[src/sv/csp_pkg.sv]
// shared types and constants for the connection slot pool with wait queue
// no dependencies; used by the interfaces and every module of the block

package csp_pkg;

    // fixed field widths of the transfer payloads
    localparam int KIND_W   = 1;
    localparam int REQ_W    = 8;
    localparam int SLOT_W   = 3;
    localparam int STATUS_W = 2;

    // default sizing, handed to the top level parameters
    localparam int SLOT_COUNT_DEF      = 8;
    localparam int QUEUE_DEPTH_DEF     = 64;
    localparam int REQUESTER_COUNT_DEF = 256;

    // item kinds
    localparam logic [KIND_W-1:0] KIND_OBTAIN  = 1'b0;
    localparam logic [KIND_W-1:0] KIND_RELEASE = 1'b1;

    // result status codes
    localparam logic [STATUS_W-1:0] ST_GRANTED  = 2'd0;
    localparam logic [STATUS_W-1:0] ST_QUEUED   = 2'd1;
    localparam logic [STATUS_W-1:0] ST_FREED    = 2'd2;
    localparam logic [STATUS_W-1:0] ST_REJECTED = 2'd3;

    // update command to the slot pool
    typedef struct packed {
        logic claim;     // mark lowest free slot busy, write its owner
        logic vacate;    // clear busy bit of the item's slot
        logic reassign;  // overwrite the owner of the item's slot
    } t_pool_cmd;

    // update command to the wait queue
    typedef struct packed {
        logic push;
        logic pop;
    } t_queue_cmd;

    // wait queue status
    typedef struct packed {
        logic empty;
        logic full;
    } t_queue_stat;

endpackage

[src/sv/csp_if.sv]
// valid/ready channel interfaces for request items and result items
// depends on csp_pkg for the field widths

interface csp_in_if import csp_pkg::*; ();
    logic              valid;
    logic              ready;
    logic [KIND_W-1:0] kind;
    logic [REQ_W-1:0]  requester;
    logic [SLOT_W-1:0] slot;

    modport source (output valid, kind, requester, slot, input ready);
    modport sink   (input valid, kind, requester, slot, output ready);
endinterface

interface csp_out_if import csp_pkg::*; ();
    logic                valid;
    logic                ready;
    logic [STATUS_W-1:0] status;
    logic [REQ_W-1:0]    granted_requester;
    logic [SLOT_W-1:0]   granted_slot;
    logic [REQ_W-1:0]    released_owner;

    modport source (output valid, status, granted_requester, granted_slot,
                    released_owner, input ready);
    modport sink   (input valid, status, granted_requester, granted_slot,
                    released_owner, output ready);
endinterface

[src/sv/csp_slot_pool.sv]
// slot pool: busy bits, busy count, lowest free slot search, owner memory
// depends on csp_pkg

module csp_slot_pool import csp_pkg::*; #(
    parameter int SLOT_COUNT = SLOT_COUNT_DEF,
    localparam int SW        = (SLOT_COUNT > 1) ? $clog2(SLOT_COUNT) : 1
) (
    input  logic                 i_clk,
    input  logic                 i_rst_n,
    input  logic                 i_rd_en,
    input  logic [SW-1:0]        i_rd_slot,
    input  t_pool_cmd            i_cmd,
    input  logic [SW-1:0]        i_slot,
    input  logic [REQ_W-1:0]     i_owner,
    output logic                 o_full,
    output logic [SW-1:0]        o_free_idx,
    output logic                 o_slot_busy,
    output logic [REQ_W-1:0]     o_owner
);
    localparam int CW      = $clog2(SLOT_COUNT + 1);
    localparam int BUSY_PW = 1 << SW;

    logic [SLOT_COUNT-1:0] r_busy;
    logic [SLOT_COUNT-1:0] n_busy;
    logic [CW-1:0]         r_count;
    logic [CW-1:0]         n_count;
    logic [BUSY_PW-1:0]    busy_pad;
    logic [REQ_W-1:0]      r_owner_mem [SLOT_COUNT];
    logic [REQ_W-1:0]      r_owner_rd;
    logic [SW-1:0]         wr_addr;

    // lowest free slot, priority encoder
    always_comb begin
        o_free_idx = '0;
        for (int i = SLOT_COUNT - 1; i >= 0; i--) begin
            if (!r_busy[i]) begin
                o_free_idx = SW'(i);
            end
        end
    end

    assign busy_pad    = BUSY_PW'(r_busy);
    assign o_slot_busy = busy_pad[i_slot];
    assign o_full      = (r_count == CW'(SLOT_COUNT));
    assign o_owner     = r_owner_rd;

    // busy bits and count update
    always_comb begin
        n_busy  = r_busy;
        n_count = r_count;
        if (i_cmd.claim) begin
            n_busy[o_free_idx] = 1'b1;
            n_count            = r_count + CW'(1);
        end else if (i_cmd.vacate) begin
            n_busy[i_slot] = 1'b0;
            n_count        = r_count - CW'(1);
        end
    end

    always_ff @(posedge i_clk) begin
        if (!i_rst_n) begin
            r_busy  <= '0;
            r_count <= '0;
        end else begin
            r_busy  <= n_busy;
            r_count <= n_count;
        end
    end

    // owner memory, one write port and one registered read port
    assign wr_addr = i_cmd.claim ? o_free_idx : i_slot;

    always_ff @(posedge i_clk) begin
        if (i_cmd.claim || i_cmd.reassign) begin
            r_owner_mem[wr_addr] <= i_owner;
        end
        if (i_rd_en) begin
            r_owner_rd <= r_owner_mem[i_rd_slot];
        end
    end

endmodule

[src/sv/csp_wait_queue.sv]
// ring buffer wait queue of requester ids held in a synchronous memory
// depends on csp_pkg

module csp_wait_queue import csp_pkg::*; #(
    parameter int QUEUE_DEPTH = QUEUE_DEPTH_DEF
) (
    input  logic              i_clk,
    input  logic              i_rst_n,
    input  logic              i_rd_en,
    input  t_queue_cmd        i_cmd,
    input  logic [REQ_W-1:0]  i_data,
    output t_queue_stat       o_stat,
    output logic [REQ_W-1:0]  o_head_data
);
    localparam int QW = $clog2(QUEUE_DEPTH);
    localparam int LW = $clog2(QUEUE_DEPTH + 1);

    logic [QW-1:0]    r_head;
    logic [QW-1:0]    r_tail;
    logic [LW-1:0]    r_level;
    logic [REQ_W-1:0] r_mem [QUEUE_DEPTH];
    logic [REQ_W-1:0] r_rd_data;

    function automatic logic [QW-1:0] ring_next(input logic [QW-1:0] p);
        return (p == QW'(QUEUE_DEPTH - 1)) ? '0 : p + QW'(1);
    endfunction

    assign o_stat.empty = (r_level == '0);
    assign o_stat.full  = (r_level == LW'(QUEUE_DEPTH));
    assign o_head_data  = r_rd_data;

    // pointer and level update
    always_ff @(posedge i_clk) begin
        if (!i_rst_n) begin
            r_head  <= '0;
            r_tail  <= '0;
            r_level <= '0;
        end else if (i_cmd.push) begin
            r_tail  <= ring_next(r_tail);
            r_level <= r_level + LW'(1);
        end else if (i_cmd.pop) begin
            r_head  <= ring_next(r_head);
            r_level <= r_level - LW'(1);
        end
    end

    // storage, head entry read when an item is taken in
    always_ff @(posedge i_clk) begin
        if (i_cmd.push) begin
            r_mem[r_tail] <= i_data;
        end
        if (i_rd_en) begin
            r_rd_data <= r_mem[r_head];
        end
    end

endmodule

[src/sv/connection_slot_pool_with_wait_queue_unit.sv]
// top level: item sequencer and result register around slot pool and wait queue
// depends on csp_pkg, csp_if, csp_slot_pool, csp_wait_queue
// sequence: the item is captured and the memory reads issued at the transfer,
// then the result is decided from the read data, written back and loaded once
// the result register is free; input ready stays low until then, so only one
// item is in flight; a held result keeps the next item waiting
// reset: synchronous active low, empties the pool and the queue

module connection_slot_pool_with_wait_queue_unit import csp_pkg::*; #(
    parameter int SLOT_COUNT      = SLOT_COUNT_DEF,
    parameter int QUEUE_DEPTH     = QUEUE_DEPTH_DEF,
    parameter int REQUESTER_COUNT = REQUESTER_COUNT_DEF
) (
    input  logic   i_clk,
    input  logic   i_rst_n,
    csp_in_if.sink    i_in,
    csp_out_if.source o_out
);
    localparam int SW = (SLOT_COUNT > 1) ? $clog2(SLOT_COUNT) : 1;

    localparam logic S_IDLE = 1'b0;
    localparam logic S_EXEC = 1'b1;

    logic                r_state;
    logic                n_state;
    logic                in_xfer;
    logic                can_load;

    logic [KIND_W-1:0]   r_kind;
    logic [REQ_W-1:0]    r_req;
    logic [SLOT_W-1:0]   r_slot;
    logic [SW-1:0]       slot_idx;

    logic                r_out_valid;
    logic [STATUS_W-1:0] r_status;
    logic [REQ_W-1:0]    r_grant_req;
    logic [SLOT_W-1:0]   r_grant_slot;
    logic [REQ_W-1:0]    r_rel_owner;
    logic [STATUS_W-1:0] n_status;
    logic [REQ_W-1:0]    n_grant_req;
    logic [SLOT_W-1:0]   n_grant_slot;
    logic [REQ_W-1:0]    n_rel_owner;

    t_pool_cmd           pool_cmd;
    t_queue_cmd          queue_cmd;
    t_queue_stat         queue_stat;
    logic [REQ_W-1:0]    owner_wd;
    logic                pool_full;
    logic [SW-1:0]       free_idx;
    logic                slot_busy;
    logic [REQ_W-1:0]    pool_owner;
    logic [REQ_W-1:0]    queue_head;
    logic                req_bad;
    logic                slot_bad;

    assign in_xfer     = i_in.valid && i_in.ready;
    assign i_in.ready  = (r_state == S_IDLE);
    assign can_load    = !r_out_valid || o_out.ready;
    assign slot_idx    = SW'(r_slot);

    csp_slot_pool #(
        .SLOT_COUNT (SLOT_COUNT)
    ) u_pool (
        .i_clk       (i_clk),
        .i_rst_n     (i_rst_n),
        .i_rd_en     (in_xfer),
        .i_rd_slot   (SW'(i_in.slot)),
        .i_cmd       (pool_cmd),
        .i_slot      (slot_idx),
        .i_owner     (owner_wd),
        .o_full      (pool_full),
        .o_free_idx  (free_idx),
        .o_slot_busy (slot_busy),
        .o_owner     (pool_owner)
    );

    csp_wait_queue #(
        .QUEUE_DEPTH (QUEUE_DEPTH)
    ) u_queue (
        .i_clk       (i_clk),
        .i_rst_n     (i_rst_n),
        .i_rd_en     (in_xfer),
        .i_cmd       (queue_cmd),
        .i_data      (r_req),
        .o_stat      (queue_stat),
        .o_head_data (queue_head)
    );

    // capture the item; memory reads are issued on the same edge
    always_ff @(posedge i_clk) begin
        if (in_xfer) begin
            r_kind <= i_in.kind;
            r_req  <= i_in.requester;
            r_slot <= i_in.slot;
        end
    end

    assign req_bad  = (32'(r_req) >= 32'(REQUESTER_COUNT));
    assign slot_bad = (32'(r_slot) >= 32'(SLOT_COUNT)) || !slot_busy;

    // decide the result and the write back from the read data
    always_comb begin
        pool_cmd     = '0;
        queue_cmd    = '0;
        owner_wd     = r_req;
        n_status     = ST_REJECTED;
        n_grant_req  = '0;
        n_grant_slot = '0;
        n_rel_owner  = '0;
        if (r_state == S_EXEC && can_load) begin
            if (r_kind == KIND_OBTAIN) begin
                if (req_bad) begin
                    n_status = ST_REJECTED;
                end else if (!pool_full) begin
                    pool_cmd.claim = 1'b1;
                    n_status       = ST_GRANTED;
                    n_grant_req    = r_req;
                    n_grant_slot   = SLOT_W'(free_idx);
                end else if (!queue_stat.full) begin
                    queue_cmd.push = 1'b1;
                    n_status       = ST_QUEUED;
                    n_grant_req    = r_req;
                end
            end else if (!slot_bad) begin
                n_grant_slot = r_slot;
                n_rel_owner  = pool_owner;
                if (!queue_stat.empty) begin
                    // hand the slot straight to the head waiter
                    queue_cmd.pop     = 1'b1;
                    pool_cmd.reassign = 1'b1;
                    owner_wd          = queue_head;
                    n_status          = ST_GRANTED;
                    n_grant_req       = queue_head;
                end else begin
                    pool_cmd.vacate = 1'b1;
                    n_status        = ST_FREED;
                end
            end
        end
    end

    // sequencer
    always_comb begin
        n_state = r_state;
        case (r_state)
            S_IDLE: begin
                if (in_xfer) begin
                    n_state = S_EXEC;
                end
            end
            S_EXEC: begin
                if (can_load) begin
                    n_state = S_IDLE;
                end
            end
            default: n_state = S_IDLE;
        endcase
    end

    always_ff @(posedge i_clk) begin
        if (!i_rst_n) begin
            r_state     <= S_IDLE;
            r_out_valid <= 1'b0;
        end else begin
            r_state <= n_state;
            if (r_state == S_EXEC && can_load) begin
                r_out_valid <= 1'b1;
            end else if (o_out.ready) begin
                r_out_valid <= 1'b0;
            end
        end
    end

    // result register
    always_ff @(posedge i_clk) begin
        if (r_state == S_EXEC && can_load) begin
            r_status     <= n_status;
            r_grant_req  <= n_grant_req;
            r_grant_slot <= n_grant_slot;
            r_rel_owner  <= n_rel_owner;
        end
    end

    assign o_out.valid             = r_out_valid;
    assign o_out.status            = r_status;
    assign o_out.granted_requester = r_grant_req;
    assign o_out.granted_slot      = r_grant_slot;
    assign o_out.released_owner    = r_rel_owner;

endmodule

[src/flat_wrapper.sv]
// flat-port wrapper written by rule: the top's interface ports become plain ports
module connection_slot_pool_with_wait_queue_unit_flat import csp_pkg::*;
#(
    parameter int SLOT_COUNT      = SLOT_COUNT_DEF,
    parameter int QUEUE_DEPTH     = QUEUE_DEPTH_DEF,
    parameter int REQUESTER_COUNT = REQUESTER_COUNT_DEF
)
  (i_clk, i_rst_n, i_in_valid, i_in_kind, i_in_requester, i_in_slot, i_in_ready, o_out_valid, o_out_status, o_out_granted_requester, o_out_granted_slot, o_out_released_owner, o_out_ready);
  csp_in_if i_in_i ();
  csp_out_if o_out_i ();
  input  logic i_clk;
  input  logic i_rst_n;
  input wire logic [$bits(i_in_i.valid)-1:0] i_in_valid;
  input wire logic [$bits(i_in_i.kind)-1:0] i_in_kind;
  input wire logic [$bits(i_in_i.requester)-1:0] i_in_requester;
  input wire logic [$bits(i_in_i.slot)-1:0] i_in_slot;
  output wire logic [$bits(i_in_i.ready)-1:0] i_in_ready;
  output wire logic [$bits(o_out_i.valid)-1:0] o_out_valid;
  output wire logic [$bits(o_out_i.status)-1:0] o_out_status;
  output wire logic [$bits(o_out_i.granted_requester)-1:0] o_out_granted_requester;
  output wire logic [$bits(o_out_i.granted_slot)-1:0] o_out_granted_slot;
  output wire logic [$bits(o_out_i.released_owner)-1:0] o_out_released_owner;
  input wire logic [$bits(o_out_i.ready)-1:0] o_out_ready;
  assign i_in_i.valid = i_in_valid;
  assign i_in_i.kind = i_in_kind;
  assign i_in_i.requester = i_in_requester;
  assign i_in_i.slot = i_in_slot;
  assign i_in_ready = i_in_i.ready;
  assign o_out_valid = o_out_i.valid;
  assign o_out_status = o_out_i.status;
  assign o_out_granted_requester = o_out_i.granted_requester;
  assign o_out_granted_slot = o_out_i.granted_slot;
  assign o_out_released_owner = o_out_i.released_owner;
  assign o_out_i.ready = o_out_ready;
  connection_slot_pool_with_wait_queue_unit #(.SLOT_COUNT(SLOT_COUNT), .QUEUE_DEPTH(QUEUE_DEPTH), .REQUESTER_COUNT(REQUESTER_COUNT)) u_core (.i_clk(i_clk), .i_rst_n(i_rst_n), .i_in(i_in_i), .o_out(o_out_i));
endmodule
[config.mk]
export PLATFORM = sky130hd
export DESIGN_NAME = connection_slot_pool_with_wait_queue_unit_flat
export DESIGN_NICKNAME = d
export VERILOG_FILES = /design/src/sv/csp_pkg.sv /design/src/sv/csp_if.sv /design/src/sv/csp_slot_pool.sv /design/src/sv/csp_wait_queue.sv /design/src/sv/connection_slot_pool_with_wait_queue_unit.sv /design/src/flat_wrapper.sv
export SDC_FILE = /design/constraint.sdc
export NUM_CORES = 1
export LEC_CHECK = 0
export CAP_MARGIN = 20
export CORE_MARGIN = 1
export CORE_UTILIZATION = 29
export DETAILED_ROUTE_END_ITERATION = 8
export DONT_BUFFER_PORTS = 1
export GPL_ROUTABILITY_DRIVEN = 1
export PLACE_DENSITY_LB_ADDON = 0.12
export SLEW_MARGIN = 25
export SYNTH_ARGS = -nofsm -noshare
export SYNTH_HDL_FRONTEND = slang
export SYNTH_SLANG_ARGS = --single-unit
[constraint.sdc]
create_clock -name i_clk -period 8.5 [get_ports i_clk]
set_clock_uncertainty 0.2 [all_clocks]
set_input_delay 1.7 -clock i_clk [delete_from_list [all_inputs] [get_ports i_clk]]
set_output_delay 1.7 -clock i_clk [all_outputs]
set_load 0.01 [all_outputs]
# == Word level (Yosys, flattened, before mapping) ==
# Memory sizes are Yosys's and may differ from the RTL's. A register that Yosys moved wholly into a read port is not among the register bits.
# Index checks and enable logic that the tools add are counted.
# op_classes
bitwise_logic,5
eq_ne,4
reduce_logical,13
n_lt_le_gt_ge,4
muxes,62
add_sub_neg,6
# op_table
cell,n
two-way mux 8 bit,11
two-way mux 3 bit,13
two-way mux 1 bit,20
two-way mux 2 bit,8
two-way mux 7 bit,2
"adder 6 x 1 -> 6 bit, second input constant",2
"== test 6 bit, second input constant",2
two-way mux 6 bit,2
AND 8 bit,1
"less-than comparator 3 x 4 -> 1 bit, second input constant",2
two-way mux 4 bit,2
inverter 8 bit,1
bitwise OR 8 bit,1
"adder 7 x 1 -> 7 bit, second input constant",1
"== test 7 bit, second input constant",1
zero test 7 bit,1
"subtractor 7 x 1 -> 7 bit, second input constant",1
demux 1 bit (select 3 bit),2
"greater-or-equal comparator 3 x 1 -> 1 bit, second input constant",2
nonzero test 2 bit,3
"adder 4 x 1 -> 4 bit, second input constant",1
"== test 4 bit, second input constant",1
logical AND 1 bit,4
AND reduction 2 bit,2
6 further kinds,8
# totals
elab_cells,110
memories,2
in_bits,16
regBits,66
output_inout_bits,23
ramBits,576
# mem_list
name,depth,width,read_ports,rd_clocked_by_memory_dff,write_ports,line,text
u_core.u_queue.r_mem,64,8,1,1,1,csp_wait_queue.sv:21,logic [REQ_W-1:0] r_mem [QUEUE_DEPTH];
u_core.u_pool.r_owner_mem,8,8,1,1,1,csp_slot_pool.sv:28,logic [REQ_W-1:0] r_owner_mem [SLOT_COUNT];

# == Logic depth before layout (Yosys ltp) ==
# logic_depth
word_depth,14
mapped_depth,10
depth_no_buf,10

# == Modules after synthesis ==
# From an unflattened synthesis, not the netlist that was laid out.
# unflattened
cells_unflattened,1345
hier_area_um2,26122.6
# modules_own_cells
mod,cells_per_inst,instances,area_per_inst_um2,seq_area_each_um2
csp_wait_queue,1042,1,21089.0,15995.3
csp_slot_pool,215,1,3616.0,2402.3
connection_slot_pool_with_wait_queue_unit,88,1,1417.6,1031.0

# == Least setup slack after synthesis ==
# No wires, ideal clock.
# synth_path
path_type,input port to flip-flop
startpoint,in o_out_ready
endpoint,mem u_core.u_pool.r_owner_mem[4][0] (enable)
path_stages,7
slack_ns,4.306
arrival_time_ns,3.600
required_time_ns,7.905
n_path_buf,0
setup_ns,0.395
path_cell_list,nand2b_1 -> nand2_1 -> nor3_1 -> inv_1 -> nor2_1 -> a21oi_1 -> nor4bb_1
# synth_via
elab_chain_len,6
word_cells_on_any_way,7
cone_classes,mux: 4; reduce/logical: 3
# synth_rtl
item,line,text
start: declaration,flat_wrapper.sv:23,input wire logic [$bits(o_out_i.ready)-1:0] o_out_ready;
logical OR 1 bit (*),connection_slot_pool_with_wait_queue_unit.sv:58,assign can_load = !r_out_valid || o_out.ready;
logical AND 1 bit (*),connection_slot_pool_with_wait_queue_unit.sv:110,if (r_state == S_EXEC && can_load) begin
two-way mux 3 bit (*),connection_slot_pool_with_wait_queue_unit.sv:110,
logical OR 1 bit,csp_slot_pool.sv:74,if (i_cmd.claim || i_cmd.reassign) begin
two-way mux 1 bit,csp_slot_pool.sv:74,
two-way mux 1 bit (implied by the code),csp_slot_pool.sv:75,r_owner_mem[wr_addr] <= i_owner;
end: declaration,csp_slot_pool.sv:28,
# Every way passes the cells marked *; elsewhere a longest branch is shown, timed or not.

# == Worst setup path after layout ==
# layout_path
startpoint,in o_out_ready
endpoint,mem u_core.u_queue.r_mem[14][3] (enable)
# layout_via
elab_chain_len,5
# layout_rtl
item,line,text
logical OR 1 bit,connection_slot_pool_with_wait_queue_unit.sv:58,
logical AND 1 bit,connection_slot_pool_with_wait_queue_unit.sv:110,
two-way mux 2 bit,connection_slot_pool_with_wait_queue_unit.sv:110,
two-way mux 1 bit,csp_wait_queue.sv:49,if (i_cmd.push) begin
two-way mux 1 bit (implied by the code),csp_wait_queue.sv:50,r_mem[r_tail] <= i_data;
end: declaration,csp_wait_queue.sv:21,
# Every way passes these cells.

==> reports/metrics.csv <==
stage;metric;value;unit
placed_design;Final GP Congestion;0.793;
sta;Achievable Freq;0.215;GHz
critical_path;worst-path fanout max;13;
critical_path;critical path depth in cells;5;
min_path;hold depth;2;
die;io pins;39;
sta;RSZ-0062 raised after global routing;no;
critical_path;CP required;8.53;ns
route;DR iter-0 viols;961;
sta;Final min period;4.66;ns
logic_synthesis;Post-Syn Area;26100;µm²
logic_synthesis;synth warn;0;
run_status;failing checks;DRC;
clock_network;Post-CTS Hold Buffers;0;
power;cell-internal power;5.39;mW
die;die area;91100;µm²
global_route;first-pass GRT wire length;99100;µm
power;Comb power frac;1.9;%
critical_path;r2r startpoint;u_core.u_pool.r_count[0];
power;clock share of power;45.7;%
cells_and_area;layout overhead on the synthesized area;14.5;%
clock_network;Clk Latency, worst-skew pair;0.63;ns
sta;Worst-Margin Slew;1.09;ns
placed_design;dpl cell area;27400;µm²
sta;TNS Setup;0;ns
route;drt wl/cell;25.9;µm
die;Initial Utilization;29.4;%
critical_path;largest stage delay on the critical path;1.01;ns
critical_path;Worst Setup Path Type;input port to flip-flop;
sta;Hold Violations, Final;0;
min_path;hold path endpoint;u_core.u_pool.r_count[3];
clock_network;clock transition at the registers of the reported paths;0.06;ns
cells_and_area;nets;1410;
min_path;hold crit path type;flip-flop to flip-flop;
sta;setup violators final;0;
power;Pleak;8.98;nW
logic_synthesis;cell accounting for the most synthesized area;edfxtp_1;
logic_synthesis;post-synth net total;1386;
global_route;GRT Total Usage;15.1;%
route;DR DRC count;16;
power;Flop pwr share;52.4;%
clock_network;H-Tree Depth;3;
critical_path;worst-path cell chain;nor2b_1 > nor4_4 > and2_1 > nand4b_1 > nor2_1;
critical_path;CP max-delay cell;nor2_1;
cells_and_area;share of layout cells above drive strength 1;21.5;%
critical_path;critical path data arrival time;4.69;ns
logic_synthesis;synthesized instance count;1359;
clock_network;Clock Sinks;658;
critical_path;CP top delay family;simple AND/OR/NAND/NOR gates;
cells_and_area;Final Non-Filler Cells;2610;
global_route;grt ovf;0;
placed_design;Buffers on Ports;0;
route;via density per instance;4.94;
critical_path;r2r worst-path depth;5;
logic_synthesis;ys flop type;edfxtp_1;
critical_path;RR Endpoint;u_core.u_queue.r_mem[14][3];
logic_synthesis;Post-synth top cells;edfxtp_1, mux4_2, nor2_1, nand2_1, clkbuf_1;
power;sw frac;21.3;%
clock_network;Longest Clk Path Bufs;3;
global_route;largest net degree at the start of global routing;115;
job;max cap viols;0;
run_status;status;finished, violations left;
die;Chip Width;302;µm
power;maximum VDD drop;111;µV
clock_network;postcts setup bufs;0;
global_route;initial antenna violation count;1;
logic_synthesis;Async SR Flop Fraction;0;%
critical_path;Setup crit end kind;flip-flop;
clock_network;total CTS buffers;75;
logic_synthesis;number of synthesized register bits;658;
power;Net Switching;1.46;mW
route;vias;12900;
clock_network;clk root buf;clkbuf_16;
logic_synthesis;Synth top area share;72.0;%
logic_synthesis;Distinct cells, synth;61;
route;DRT Pass-1 Iters;8;
min_path;Worst Min Path Start;u_core.u_pool.r_count[3];
die;Core ar.;88800;µm²
sta;Final Slew Violations;0;
sta;fin crit share;54.8;%
die;FP Rows;109;
route;post-route ant nets;0;
clock_network;TritonCTS clock tree;built;
global_route;vias in the first global route;13500;
cells_and_area;Final Cell Area;29800;µm²
logic_synthesis;Post-synth EDFFs;625;
critical_path;CP startpoint kind;input port;
sta;Hold Slack;0.292;ns
power;pwr dens;230;nW/µm²
critical_path;setup slack, reg-to-reg;4.10;ns
placed_design;placed wire-length estimate;40300;µm
sta;Rel. slew slack;27.2;%
die;Die Span Y;302;µm
logic_synthesis;Avg Cell Area, Syn;19.2;µm²
placed_design;Placed Cells;2469;
route;DRT Wirelength;67500;µm
logic_synthesis;Synth area leaders;edfxtp_1, mux4_2, dfxtp_1;
logic_synthesis;most numerous cell in the Yosys netlist;edfxtp_1;
critical_path;CP Buf/Inv Count;0;
logic_synthesis;sequential area share after synthesis;74.5;%
clock_network;Resized cells post-CTS;0;
## state kept, by name, indices dropped and copies added (netlist names), 4 cells and up
signal and count:
u_core.u_queue.r_tail 6, u_core.r_req 8, u_core.o_out.granted_requester 8, u_core.u_pool.r_owner_mem 64
u_core.u_pool.o_owner 8, u_core.u_queue.r_mem 512, u_core.u_queue.r_level 7, u_core.u_pool.r_count 4
u_core.u_queue.o_head_data 8, u_core.u_pool.busy_pad 8, u_core.o_out.released_owner 8, u_core.u_queue.r_head 6
## area by class of cell
type                    instances  area [µm²]
flip-flops and latches        658       19400
repair buffers                 20         193
clock buffers                  85        1910
multi-input cells             615        6340
clock inverters                53         453
well taps                    1165        1460
inverters                      13        48.8
diodes                          1        2.50
fillers                      8307       58900
## worst reg2reg max path, stage by stage (launching register included)
cell and delay (ns):
dfxtp_1 0.36, or4b_4 0.59, nor4_4 0.40, and2_1 0.52, nand4b_1 0.93, nor2_1 1.01
## cells by family (layout without fill, tap and decap cells)
family | Yosys count | in the layout | synth area share (%)
buffers and inverters | 86 | 171 | 1.39
other | 0 | 1 | 0
AOI/OAI and AO/OA | 120 | 120 | 3.16
xor gates and xnor gates | 9 | 9 | 0.302
adders and majority gates | 11 | 11 | 0.585
DFF | 658 | 658 | 74.5
muxes | 194 | 194 | 14.8
and+or+nand+nor | 281 | 281 | 5.29
## per-layer routing
layer  up-vias  share of wire (%)  track usage [%]
li1       5621                  -                -
met1      6849                 46             21.4
met2       328                 47             24.0
met3        84                4.3             2.47
met4         0                2.0             4.32
met5         -                  0                0
## power groups by stage
stage	Clock, mW	Combinational [mW]	Sequential (mW)
floorplan	0	0.0530	3.68
global placement	0	0.131	3.66
detailed placement	0	0.132	3.66
CTS	3.23	0.132	3.59
global route	3.35	0.142	3.59
finish	3.13	0.128	3.59
## placed cells by master (no fill, tap or decap), types with 5 or more instances in the layout
cell type / count
mux4_2: 151
inv_1: 11
ha_1: 9
nand2_1: 66
clkinv_1: 23
bufinv_16: 5
mux2_2: 16
a22o_1: 15
and2_1: 12
clkbuf_16: 75
nor2b_1: 7
nor2_1: 97
nand2b_1: 9
dfxtp_1: 30
nor3_1: 13
mux2i_1: 27
clkbuf_1: 10
nand4_1: 10
o21ai_0: 14
a21oi_1: 21
or3_1: 5
edfxtp_1: 625
xnor2_1: 6
a221oi_1: 8
o22ai_1: 21
clkinv_2: 14
buf_4: 16
or2_2: 6
nand3_1: 23
## how the worst max path moves through the flow
stage	slack, ns	start	end
after floorplan	4.31	o_out_ready	u_core.u_pool.r_owner_mem[4][0]
after global placement	3.30	o_out_ready	u_core.u_queue.r_mem[50][0]
after detailed placement	3.11	o_out_ready	u_core.u_pool.r_owner_mem[3][6]
after CTS	3.73	o_out_ready	u_core.u_pool.r_owner_mem[3][4]
after global routing	3.63	o_out_ready	u_core.u_queue.r_mem[50][2]
final	3.84	o_out_ready	u_core.u_queue.r_mem[14][3]
## stage by stage
stage	power, mW	utilization, %	setup slack (ns)
6_report	6.85	33.6	3.84
5_1_grt	7.08	33.6	3.63
4_1_cts	6.95	33.6	3.73
3_5_place_dp	3.79	30.9	3.11
3_3_place_gp	3.79	30.9	3.30
2_1_floorplan	3.73	-	4.31
Power figures use the tool's default switching activity.
